===== src/gvcn_pkg.sv =====
`default_nettype none

package gvcn_pkg;

   localparam int MAX_ROWS_DEF  = 16;
   localparam int MAX_COLS_DEF  = 16;
   localparam int CELL_BITS_DEF = 8;
   localparam int POS_LIMIT     = 16;

   localparam logic [1:0] KIND_WRITE   = 2'd0;
   localparam logic [1:0] KIND_STEP    = 2'd1;
   localparam logic [1:0] KIND_RESTART = 2'd2;

   localparam logic [1:0] STATUS_MOVED   = 2'd0;
   localparam logic [1:0] STATUS_STUCK   = 2'd1;
   localparam logic [1:0] STATUS_ARRIVED = 2'd2;

   localparam logic [1:0] DIR_DOWN  = 2'd0;
   localparam logic [1:0] DIR_RIGHT = 2'd1;
   localparam logic [1:0] DIR_LEFT  = 2'd2;
   localparam logic [1:0] DIR_UP    = 2'd3;

   localparam logic [2:0] CSR_DEST_ROW  = 3'd0;
   localparam logic [2:0] CSR_DEST_COL  = 3'd1;
   localparam logic [2:0] CSR_START_ROW = 3'd2;
   localparam logic [2:0] CSR_START_COL = 3'd3;
   localparam logic [2:0] CSR_ROWS_USED = 3'd4;
   localparam logic [2:0] CSR_COLS_USED = 3'd5;

   typedef struct packed {
      logic [1:0]        kind;
      logic [3:0]        cell_row;
      logic [3:0]        cell_col;
      logic signed [7:0] cell_value;
   } gvcn_req_type;

   typedef struct packed {
      logic [1:0] status;
      logic [1:0] move_dir;
      logic [3:0] new_row;
      logic [3:0] new_col;
      logic       arrived;
   } gvcn_rsp_type;

   typedef struct packed {
      logic       clear;
      logic       en;
      logic [1:0] dir;
   } gvcn_best_ctl_type;

   typedef struct packed {
      logic       found;
      logic [1:0] dir;
      logic [2:0] obstacles;
   } gvcn_best_sts_type;

   typedef struct packed {
      logic [4:0] row;
      logic [4:0] col;
   } gvcn_pos_type;

   typedef enum logic [2:0] {
      ST_CLEAR,
      ST_IDLE,
      ST_RUN,
      ST_WRITE,
      ST_DONE
   } gvcn_state_type;

endpackage

`default_nettype wire


===== src/gvcn_map_ram.sv =====
`default_nettype none

module gvcn_map_ram #(
   parameter int DEPTH  = gvcn_pkg::MAX_ROWS_DEF * gvcn_pkg::MAX_COLS_DEF,
   parameter int ADDR_W = $clog2(DEPTH),
   parameter int WIDTH  = gvcn_pkg::CELL_BITS_DEF
) (
   input  wire logic              clock,
   input  wire logic              we,
   input  wire logic [ADDR_W-1:0] waddr,
   input  wire logic [WIDTH-1:0]  wdata,
   input  wire logic [ADDR_W-1:0] raddr,
   output logic      [WIDTH-1:0]  rdata
);

   logic [WIDTH-1:0] mem [DEPTH];
   logic [WIDTH-1:0] rdata_ff;

   always_ff @(posedge clock) begin
      if (we) begin
         mem[waddr] <= wdata;
      end
   end

   always_ff @(posedge clock) begin
      rdata_ff <= mem[raddr];
   end

   assign rdata = rdata_ff;

endmodule

`default_nettype wire


===== src/gvcn_best_unit.sv =====
`default_nettype none

module gvcn_best_unit #(
   parameter int CELL_BITS = gvcn_pkg::CELL_BITS_DEF
) (
   input  wire logic                           clock,
   input  wire logic                           reset,
   input  wire gvcn_pkg::gvcn_best_ctl_type    ctl,
   input  wire logic signed [CELL_BITS-1:0]    cand_value,
   input  wire logic                           cand_in_grid,
   output gvcn_pkg::gvcn_best_sts_type         sts
);

   localparam logic signed [CELL_BITS-1:0] ONE = CELL_BITS'(1);

   logic                        found_ff;
   logic [1:0]                  dir_ff;
   logic [2:0]                  obst_ff;
   logic signed [CELL_BITS-1:0] best_ff;
   logic                        free;
   logic                        take;

   assign free = cand_in_grid && (cand_value < ONE);
   assign take = free && (!found_ff || (cand_value > best_ff));

   always_ff @(posedge clock) begin
      if (reset || ctl.clear) begin
         found_ff <= 1'b0;
         obst_ff  <= 3'd0;
      end else if (ctl.en) begin
         if (take) begin
            found_ff <= 1'b1;
         end
         if (!free) begin
            obst_ff <= obst_ff + 3'd1;
         end
      end
   end

   always_ff @(posedge clock) begin
      if (ctl.en && take) begin
         best_ff <= cand_value;
         dir_ff  <= ctl.dir;
      end
   end

   assign sts.found     = found_ff;
   assign sts.dir       = dir_ff;
   assign sts.obstacles = obst_ff;

endmodule

`default_nettype wire


===== src/grid_visit_count_navigator.sv =====
// grid walker over a cell map held in one single-port-write memory
// req channel (valid/ready) carries write-cell, step and restart transactions;
// rsp channel (valid/ready) returns one transaction per step, none otherwise
// csr port: csr_we, csr_index and csr_wdata write the destination, start and
// grid size registers, taken at any edge, meant while the block is idle
// write and restart transactions leave the block idle and ready again
// a step makes one map memory read per cycle for the own cell and four
// neighbors through a registered read port, the neighbors judged one a
// cycle by a shared compare unit; then the WRITE state writes the own
// cell back and moves, and the DONE state loads the output register;
// no new transaction is taken until the step's result is loaded
// a step on the destination skips the map reads and goes to the DONE state
// after reset a clearing pass zeroes all MAX_ROWS*MAX_COLS map cells
// (256 at the defaults), with req_ready low; csr writes are taken meanwhile
// the result sits in an output register; while it stalls the block keeps
// taking write, restart and step transactions; a finished step waits for it
`default_nettype none

module grid_visit_count_navigator #(
   parameter int MAX_ROWS  = gvcn_pkg::MAX_ROWS_DEF,
   parameter int MAX_COLS  = gvcn_pkg::MAX_COLS_DEF,
   parameter int CELL_BITS = gvcn_pkg::CELL_BITS_DEF
) (
   input  wire logic                   clock,
   input  wire logic                   reset,
   input  wire logic                   req_valid,
   output logic                        req_ready,
   input  wire gvcn_pkg::gvcn_req_type req_data,
   output logic                        rsp_valid,
   input  wire logic                   rsp_ready,
   output gvcn_pkg::gvcn_rsp_type      rsp_data,
   input  wire logic                   csr_we,
   input  wire logic [2:0]             csr_index,
   input  wire logic [4:0]             csr_wdata
);

   localparam int DEPTH    = MAX_ROWS * MAX_COLS;
   localparam int ADDR_W   = $clog2(DEPTH);
   localparam int ROWS_LIM = (MAX_ROWS < gvcn_pkg::POS_LIMIT) ? MAX_ROWS : gvcn_pkg::POS_LIMIT;
   localparam int COLS_LIM = (MAX_COLS < gvcn_pkg::POS_LIMIT) ? MAX_COLS : gvcn_pkg::POS_LIMIT;
   localparam int CELL_MAX_I = 2 ** (CELL_BITS - 1) - 1;
   localparam int CELL_MIN_I = -(2 ** (CELL_BITS - 1));
   localparam logic signed [16:0] CMAX17 = 17'(CELL_MAX_I);
   localparam logic signed [16:0] CMIN17 = 17'(CELL_MIN_I);
   localparam logic signed [CELL_BITS-1:0] CELL_MIN = CELL_BITS'(CELL_MIN_I);
   localparam logic signed [CELL_BITS-1:0] CELL_TWO = CELL_BITS'(2);
   localparam logic signed [CELL_BITS-1:0] CELL_ONE = CELL_BITS'(1);
   localparam logic [ADDR_W-1:0] CLR_LAST = ADDR_W'(DEPTH - 1);
   localparam logic [2:0] IDX_LAST = 3'd5;

   function automatic logic [4:0] eff_dim(input logic [4:0] used, input int lim);
      logic [4:0] d;
      d = (used == 5'd0) ? 5'd1 : used;
      if (int'(d) > lim) begin
         d = 5'(lim);
      end
      return d;
   endfunction

   function automatic gvcn_pkg::gvcn_pos_type nb_pos(input logic [3:0] r, input logic [3:0] c,
                                                     input logic [1:0] d);
      gvcn_pkg::gvcn_pos_type p;
      p.row = {1'b0, r};
      p.col = {1'b0, c};
      unique case (d)
         gvcn_pkg::DIR_DOWN:  p.row = p.row + 5'd1;
         gvcn_pkg::DIR_RIGHT: p.col = p.col + 5'd1;
         gvcn_pkg::DIR_LEFT:  p.col = p.col - 5'd1;
         gvcn_pkg::DIR_UP:    p.row = p.row - 5'd1;
         default:             p.row = p.row;
      endcase
      return p;
   endfunction

   gvcn_pkg::gvcn_state_type state_ff, state_in;

   logic [3:0] dest_row_ff, dest_col_ff, start_row_ff, start_col_ff;
   logic [4:0] rows_used_ff, cols_used_ff;
   logic [3:0] walker_row_ff, walker_col_ff;
   logic [ADDR_W-1:0] clr_cnt_ff;
   logic [2:0] idx_ff;
   logic rd_ok_ff, own_ok_ff;
   logic [ADDR_W-1:0] own_addr_ff;
   logic signed [CELL_BITS-1:0] own_val_ff;
   gvcn_pkg::gvcn_rsp_type res_ff, rsp_data_ff, step_res;
   logic rsp_valid_ff;

   logic [4:0] eff_rows, eff_cols;
   logic req_acc, at_dest;
   logic clr_we, write_own, load_rsp, issue_rd;
   gvcn_pkg::gvcn_best_ctl_type best_ctl;
   gvcn_pkg::gvcn_best_sts_type best_sts;
   gvcn_pkg::gvcn_pos_type rd_pos, mv_pos;
   logic rd_in_grid;
   logic [ADDR_W-1:0] rd_addr, wr_item_addr;
   logic wr_item_in_map;
   logic signed [16:0] wv_ext;
   logic signed [CELL_BITS-1:0] wv_sat, own_new;
   logic mem_we;
   logic [ADDR_W-1:0] mem_waddr;
   logic [CELL_BITS-1:0] mem_wdata, mem_rdata;
   logic [3:0] step_row, step_col;

   assign eff_rows = eff_dim(rows_used_ff, ROWS_LIM);
   assign eff_cols = eff_dim(cols_used_ff, COLS_LIM);
   assign req_acc  = req_valid && req_ready;
   assign at_dest  = (walker_row_ff == dest_row_ff) && (walker_col_ff == dest_col_ff);

   // read address: own cell first, then down, right, left, up
   always_comb begin
      if (idx_ff == 3'd0) begin
         rd_pos = nb_pos(walker_row_ff, walker_col_ff, gvcn_pkg::DIR_DOWN);
         rd_pos.row = {1'b0, walker_row_ff};
      end else begin
         rd_pos = nb_pos(walker_row_ff, walker_col_ff, 2'(idx_ff - 3'd1));
      end
   end

   assign rd_in_grid = (rd_pos.row < eff_rows) && (rd_pos.col < eff_cols);
   assign rd_addr    = ADDR_W'(int'(rd_pos.row) * MAX_COLS + int'(rd_pos.col));

   assign wr_item_in_map = (int'(req_data.cell_row) < MAX_ROWS) &&
                           (int'(req_data.cell_col) < MAX_COLS);
   assign wr_item_addr   = ADDR_W'(int'(req_data.cell_row) * MAX_COLS +
                                   int'(req_data.cell_col));

   always_comb begin
      wv_ext = 17'(req_data.cell_value);
      if (wv_ext > CMAX17) begin
         wv_ext = CMAX17;
      end else if (wv_ext < CMIN17) begin
         wv_ext = CMIN17;
      end
      wv_sat = CELL_BITS'(wv_ext);
   end

   always_comb begin
      if (best_sts.obstacles == 3'd3) begin
         own_new = CELL_TWO;
      end else if (own_val_ff != CELL_MIN) begin
         own_new = own_val_ff - CELL_ONE;
      end else begin
         own_new = own_val_ff;
      end
   end

   assign mv_pos   = nb_pos(walker_row_ff, walker_col_ff, best_sts.dir);
   assign step_row = best_sts.found ? mv_pos.row[3:0] : walker_row_ff;
   assign step_col = best_sts.found ? mv_pos.col[3:0] : walker_col_ff;

   always_comb begin
      step_res.status   = best_sts.found ? gvcn_pkg::STATUS_MOVED : gvcn_pkg::STATUS_STUCK;
      step_res.move_dir = best_sts.found ? best_sts.dir : gvcn_pkg::DIR_DOWN;
      step_res.new_row  = step_row;
      step_res.new_col  = step_col;
      step_res.arrived  = (step_row == dest_row_ff) && (step_col == dest_col_ff);
   end

   // next state
   always_comb begin
      state_in = state_ff;
      unique case (state_ff)
         gvcn_pkg::ST_CLEAR: begin
            if (clr_cnt_ff == CLR_LAST) begin
               state_in = gvcn_pkg::ST_IDLE;
            end
         end
         gvcn_pkg::ST_IDLE: begin
            if (req_acc && (req_data.kind == gvcn_pkg::KIND_STEP)) begin
               state_in = at_dest ? gvcn_pkg::ST_DONE : gvcn_pkg::ST_RUN;
            end
         end
         gvcn_pkg::ST_RUN: begin
            if (idx_ff == IDX_LAST) begin
               state_in = gvcn_pkg::ST_WRITE;
            end
         end
         gvcn_pkg::ST_WRITE: begin
            state_in = gvcn_pkg::ST_DONE;
         end
         gvcn_pkg::ST_DONE: begin
            if (!rsp_valid_ff || rsp_ready) begin
               state_in = gvcn_pkg::ST_IDLE;
            end
         end
         default: state_in = gvcn_pkg::ST_CLEAR;
      endcase
   end

   // state outputs
   always_comb begin
      req_ready    = 1'b0;
      clr_we       = 1'b0;
      write_own    = 1'b0;
      load_rsp     = 1'b0;
      issue_rd     = 1'b0;
      best_ctl.clear = 1'b0;
      best_ctl.en    = 1'b0;
      best_ctl.dir   = 2'(idx_ff - 3'd2);
      unique case (state_ff)
         gvcn_pkg::ST_CLEAR: clr_we = 1'b1;
         gvcn_pkg::ST_IDLE: begin
            req_ready      = 1'b1;
            best_ctl.clear = 1'b1;
         end
         gvcn_pkg::ST_RUN: begin
            issue_rd    = (idx_ff < IDX_LAST);
            best_ctl.en = (idx_ff >= 3'd2);
         end
         gvcn_pkg::ST_WRITE: write_own = own_ok_ff;
         gvcn_pkg::ST_DONE:  load_rsp = !rsp_valid_ff || rsp_ready;
         default: clr_we = 1'b0;
      endcase
   end

   always_comb begin
      mem_we    = 1'b0;
      mem_waddr = clr_cnt_ff;
      mem_wdata = '0;
      if (clr_we) begin
         mem_we = 1'b1;
      end else if (write_own) begin
         mem_we    = 1'b1;
         mem_waddr = own_addr_ff;
         mem_wdata = own_new;
      end else if (req_acc && (req_data.kind == gvcn_pkg::KIND_WRITE) && wr_item_in_map) begin
         mem_we    = 1'b1;
         mem_waddr = wr_item_addr;
         mem_wdata = wv_sat;
      end
   end

   always_ff @(posedge clock) begin
      if (reset) begin
         state_ff   <= gvcn_pkg::ST_CLEAR;
         clr_cnt_ff <= '0;
         idx_ff     <= 3'd0;
      end else begin
         state_ff <= state_in;
         if (clr_we) begin
            clr_cnt_ff <= clr_cnt_ff + ADDR_W'(1);
         end
         if (state_ff == gvcn_pkg::ST_RUN) begin
            idx_ff <= idx_ff + 3'd1;
         end else begin
            idx_ff <= 3'd0;
         end
      end
   end

   always_ff @(posedge clock) begin
      if (reset) begin
         dest_row_ff  <= 4'd9;
         dest_col_ff  <= 4'd9;
         start_row_ff <= 4'd0;
         start_col_ff <= 4'd0;
         rows_used_ff <= 5'd10;
         cols_used_ff <= 5'd10;
      end else if (csr_we) begin
         unique case (csr_index)
            gvcn_pkg::CSR_DEST_ROW:  dest_row_ff  <= csr_wdata[3:0];
            gvcn_pkg::CSR_DEST_COL:  dest_col_ff  <= csr_wdata[3:0];
            gvcn_pkg::CSR_START_ROW: start_row_ff <= csr_wdata[3:0];
            gvcn_pkg::CSR_START_COL: start_col_ff <= csr_wdata[3:0];
            gvcn_pkg::CSR_ROWS_USED: rows_used_ff <= csr_wdata;
            gvcn_pkg::CSR_COLS_USED: cols_used_ff <= csr_wdata;
            default:                 dest_row_ff  <= dest_row_ff;
         endcase
      end
   end

   always_ff @(posedge clock) begin
      if (reset) begin
         walker_row_ff <= 4'd0;
         walker_col_ff <= 4'd0;
      end else if (req_acc && (req_data.kind == gvcn_pkg::KIND_RESTART)) begin
         walker_row_ff <= start_row_ff;
         walker_col_ff <= start_col_ff;
      end else if (state_ff == gvcn_pkg::ST_WRITE) begin
         walker_row_ff <= step_row;
         walker_col_ff <= step_col;
      end
   end

   always_ff @(posedge clock) begin
      if (issue_rd) begin
         rd_ok_ff <= rd_in_grid;
      end
      if (issue_rd && (idx_ff == 3'd0)) begin
         own_ok_ff   <= rd_in_grid;
         own_addr_ff <= rd_addr;
      end
      if ((state_ff == gvcn_pkg::ST_RUN) && (idx_ff == 3'd1)) begin
         own_val_ff <= $signed(mem_rdata);
      end
      if (state_ff == gvcn_pkg::ST_WRITE) begin
         res_ff <= step_res;
      end else if (req_acc && (req_data.kind == gvcn_pkg::KIND_STEP) && at_dest) begin
         res_ff.status   <= gvcn_pkg::STATUS_ARRIVED;
         res_ff.move_dir <= gvcn_pkg::DIR_DOWN;
         res_ff.new_row  <= walker_row_ff;
         res_ff.new_col  <= walker_col_ff;
         res_ff.arrived  <= 1'b1;
      end
      if (load_rsp) begin
         rsp_data_ff <= res_ff;
      end
   end

   always_ff @(posedge clock) begin
      if (reset) begin
         rsp_valid_ff <= 1'b0;
      end else if (load_rsp) begin
         rsp_valid_ff <= 1'b1;
      end else if (rsp_ready) begin
         rsp_valid_ff <= 1'b0;
      end
   end

   assign rsp_valid = rsp_valid_ff;
   assign rsp_data  = rsp_data_ff;

   gvcn_map_ram #(
      .DEPTH  (DEPTH),
      .ADDR_W (ADDR_W),
      .WIDTH  (CELL_BITS)
   ) u_map (
      .clock (clock),
      .we    (mem_we),
      .waddr (mem_waddr),
      .wdata (mem_wdata),
      .raddr (rd_addr),
      .rdata (mem_rdata)
   );

   gvcn_best_unit #(
      .CELL_BITS (CELL_BITS)
   ) u_best (
      .clock        (clock),
      .reset        (reset),
      .ctl          (best_ctl),
      .cand_value   ($signed(mem_rdata)),
      .cand_in_grid (rd_ok_ff),
      .sts          (best_sts)
   );

endmodule

`default_nettype wire


===== config.mk =====
export PLATFORM = sky130hd
export DESIGN_NAME = grid_visit_count_navigator
export DESIGN_NICKNAME = d
export VERILOG_FILES = /design/src/gvcn_pkg.sv /design/src/gvcn_map_ram.sv /design/src/gvcn_best_unit.sv /design/src/grid_visit_count_navigator.sv
export SDC_FILE = /design/constraint.sdc
export NUM_CORES = 2
export LEC_CHECK = 0
export BUFFER_PORTS_ARGS = -buffer_cell sky130_fd_sc_hd__buf_2
export CAP_MARGIN = 10
export CELL_PAD_IN_SITES_DETAIL_PLACEMENT = 0
export CELL_PAD_IN_SITES_GLOBAL_PLACEMENT = 2
export CORE_MARGIN = 2
export CORE_UTILIZATION = 47
export DETAILED_ROUTE_END_ITERATION = 12
export GPL_TIMING_DRIVEN = 0
export HOLD_SLACK_MARGIN = 0.08
export PLACE_DENSITY_LB_ADDON = 0.08
export SLEW_MARGIN = 20
export SYNTH_ARGS = -nofsm -noshare
export SYNTH_HDL_FRONTEND = slang
export SYNTH_SLANG_ARGS = --single-unit

===== constraint.sdc =====
create_clock -name clock -period 11.45 [get_ports clock]
set_input_delay 0.5725 -clock clock [delete_from_list [all_inputs] [get_ports clock]]
set_output_delay 0.5725 -clock clock [all_outputs]
set_load 0.01 [all_outputs]

==> flow_summary.yaml <==
clock_tree:
  clock_path_buffers: 3
  clkLatencyLatePin_ns: 0.93
  clkSinkCount: 2163
  cts-root-buf: "clkbuf_16"
  clkTransAtPathRegs_ns: 0.06
  cts_max_level: 4
  cts-buffers-inserted: 221
  ctsResizeCount: 0
  cts_tree: "built"
global_routing:
  antenna_found_initial: 60
  grt_usage: 0.403
  grt_pass1_vias: 55500
  grt_start_max_net_pins: 68
  grt_first_pass_wirelength_mm: 507
  grt.overflow.total: 0
power_and_ir_drop:
  power_mw: 15.8
  p_leak_nw: 35.1
  ir_drop_v: 0.000132
  power_density_nw_per_um2: 158
floorplan:
  fp.dieArea_um2: 190000
  io_pins: 46
  fp.dieW_um: 436
  fp.dieH_um: 436
  num_rows: 158
  start_util: 0.473
  coreArea_um2: 186000
timing:
  slew_headroom: 0.0795
  tightest_slew_ns: 1.38
  max_freq_ghz: 0.132
  rsz0062_at_grt: "false"
  final.setup.tns_ns: 0
  slew_viol_final: 0
  finalCritPeriodShare: 0.661
  finalSetupViolCount: 0
  final-hold-violation-count: 0
  clock_skew_ns: 0.0492
  period_minus_slack_ns: 7.56
  layout_setup_ws_ns: 3.89
yosys:
  synth_edf_count: 2102
  synth_xor_area_frac: 0.00339
  synth_area_um2: 87900
  syn_area_per_cell_um2: 14.8
  postSynthCellCount: 5925
  ys_ff_latch: 2163
  synth_simple_gate_area_share: 0.0997
  async_flop_share: 0
  muxShareOfSynthArea: 0.0472
  synth_top_family_by_area: "simple AND/OR/NAND/NOR gates"
  syn_nets: 5994
  yosysWarnings: 0
  synth_top_flop_cell: "edfxtp_1"
  synthAdderAreaFrac: 0.00553
  ys_seq_area_frac: 0.732
  synth_compound_area_frac: 0.0851
  yosysUniqueCellTypes: 81
worst_hold_path:
  hold_class: "in2reg"
  worstHoldStart: "req_valid"
placement:
  dp.cells: 8520
  port_buffers: 44
  dp_hpwl_mm: 276
  post-place-ws_ns: 4.27
  routabilityCongestion: 1.10
critical_path:
  crit_end: "u_map.rdata[2]$_DFF_P_"
  required_ns: 12.11
  reg2reg_slack_ns: 3.89
  critPathLaunch: "idx_ff[0]$_SDFF_PP0_"
  r2r-end: "u_map.rdata[2]$_DFF_P_"
  reg2reg_from: "idx_ff[0]$_SDFF_PP0_"
  worst_setup_path_end_kind: "flop"
  r2r_cells: 17
  startpoint_type: "flop"
  cp_max_fo: 11
  cp.arrival_ns: 8.22
  crit_type: "reg2reg"
cells_and_area:
  finish.utilization: 0.540
  fin_cells: 8970
  final_common_cell: "edfxtp_1"
  nets: 6341
  fillers: 15200
  area_delta_synth_final_pct: 14.1
  layout-drive-gt1-share: 0.138
  layout_common_cells: "edfxtp_1, nand2_1, nor2_1, and3_1, a211oi_1"
routing:
  first_pass_iters: 9
  wl_per_cell_um: 43.4
  drt-total-wl_mm: 390
  antenna_left: 0
  drc_errors: 0
  drt-vias-per-instance: 6.86
  vias: 61500
  first_iter_violations: 11500
outcome:
  outcome: "complete, no violations"
run:
  maxCapViolCount: 0
metrics by stage:
stage / hold slack [ns] / cell area, um^2
6_report: 0.142 / 100000
3_3_place_gp: 0.402 / 91200
3_5_place_dp: 0.406 / 93100
2_1_floorplan: 0.400 / 87900
5_1_grt: 0.151 / 100000
4_1_cts: 0.0865 / 100000
cell type report:
class / count / area (um^2) / area share
clock buffers: 283 / 5780 / 0.0577
flip-flops and latches: 2163 / 64300 / 0.642
repair buffers: 124 / 1970 / 0.0196
clock inverters: 123 / 1140 / 0.0114
well taps: 2480 / 3100 / 0.0309
diodes: 35 / 87.6 / 0.000873
plain buffers: 442 / 2270 / 0.0226
inverters: 47 / 176 / 0.00176
multi-input cells: 3273 / 21400 / 0.213
registers in the layout, indices dropped and copies added, names as in the netlist, 5 cells and up:
register and cells:
rows_used_ff 5, u_best.best_ff 8, own_val_ff 8, u_map.mem 2048
res_ff 13, own_addr_ff 8, u_map.rdata 8, rsp_data 13
clr_cnt_ff 8, cols_used_ff 5
where the power goes:
group / internal [mW] / leakage, nW / switching (mW)
Combinational: 0.0319 / 9.55 / 0.0968
Sequential: 8.57 / 22.1 / 0.0108
Clock: 3.91 / 3.36 / 3.20
Total: 12.5 / 35.1 / 3.31
how the worst min path moves through the flow:
stage                                to  slack [ns]  cells past startpoint
3_5_place_dp      rsp_data[9]$_DFFE_PP_        0.41                      0
5_1_grt        state_ff[1]$_SDFFE_PP0P_        0.15                      5
4_1_cts        state_ff[1]$_SDFFE_PP0P_        0.09                      5
6_report       state_ff[1]$_SDFFE_PP0P_        0.14                      5
3_3_place_gp     rsp_data[11]$_DFFE_PP_        0.40                      0
2_1_floorplan     rsp_data[0]$_DFFE_PP_        0.40                      0
kinds of logic after synthesis:
kind of cell,Yosys count
AND/OR/NAND/NOR,1962
buffers and inverters,489
XOR/XNOR,34
adder cells (fa/ha/maj),39
flip-flops,2163
multiplexers,237
AO/OA/AOI/OAI,1001
Yosys cell counts (36+ instances only):
library cell | instances | share of area
edfxtp_1 | 2102 | 0.72
nand2_1 | 953 | 0.041
nor2_1 | 360 | 0.015
and3_1 | 305 | 0.022
a211oi_1 | 302 | 0.026
clkbuf_1 | 232 | 0.0099
a311oi_1 | 200 | 0.020
nand3_1 | 181 | 0.010
mux4_2 | 142 | 0.036
buf_2 | 122 | 0.0069
a31oi_1 | 113 | 0.0080
mux2i_1 | 94 | 0.011
a21oi_1 | 88 | 0.0050
dfxtp_1 | 61 | 0.014
o21ai_0 | 54 | 0.0031
nor3_1 | 52 | 0.0030
inv_1 | 43 | 0.0018
ha_1 | 38 | 0.0054
buf_4 | 37 | 0.0032
o22ai_1 | 36 | 0.0026
timing repair:
item	4_1_cts	5_1_grt
hold buffers	9	0
endpoints found under the hold margin	33	0
buffers inserted	0	0
routing by layer:
layer | track usage | wire length [um] | share of wire
met1 | 0.531 | 142000 | 0.37
met2 | 0.560 | 160000 | 0.41
met3 | 0.165 | 59700 | 0.15
met4 | 0.234 | 26900 | 0.069
met5 | 0.00756 | 333 | 0.00085
critical path: stages, from the launching register on:
cell       delay, ns
dfxtp_1         0.47
inv_1           0.15
ha_1            0.21
buf_2           0.17
or2_1           0.24
buf_4           0.16
a21oi_1         0.24
nor2_1          0.18
inv_1           0.15
buf_2           0.64
buf_2           0.61
buf_2           0.44
buf_1           0.93
nand3_1         0.30
a311oi_2        0.83
nor3_1          0.17
a2111oi_1       0.94
a211oi_1        0.44
No activity file was read; power rests on OpenSTA's default activity.
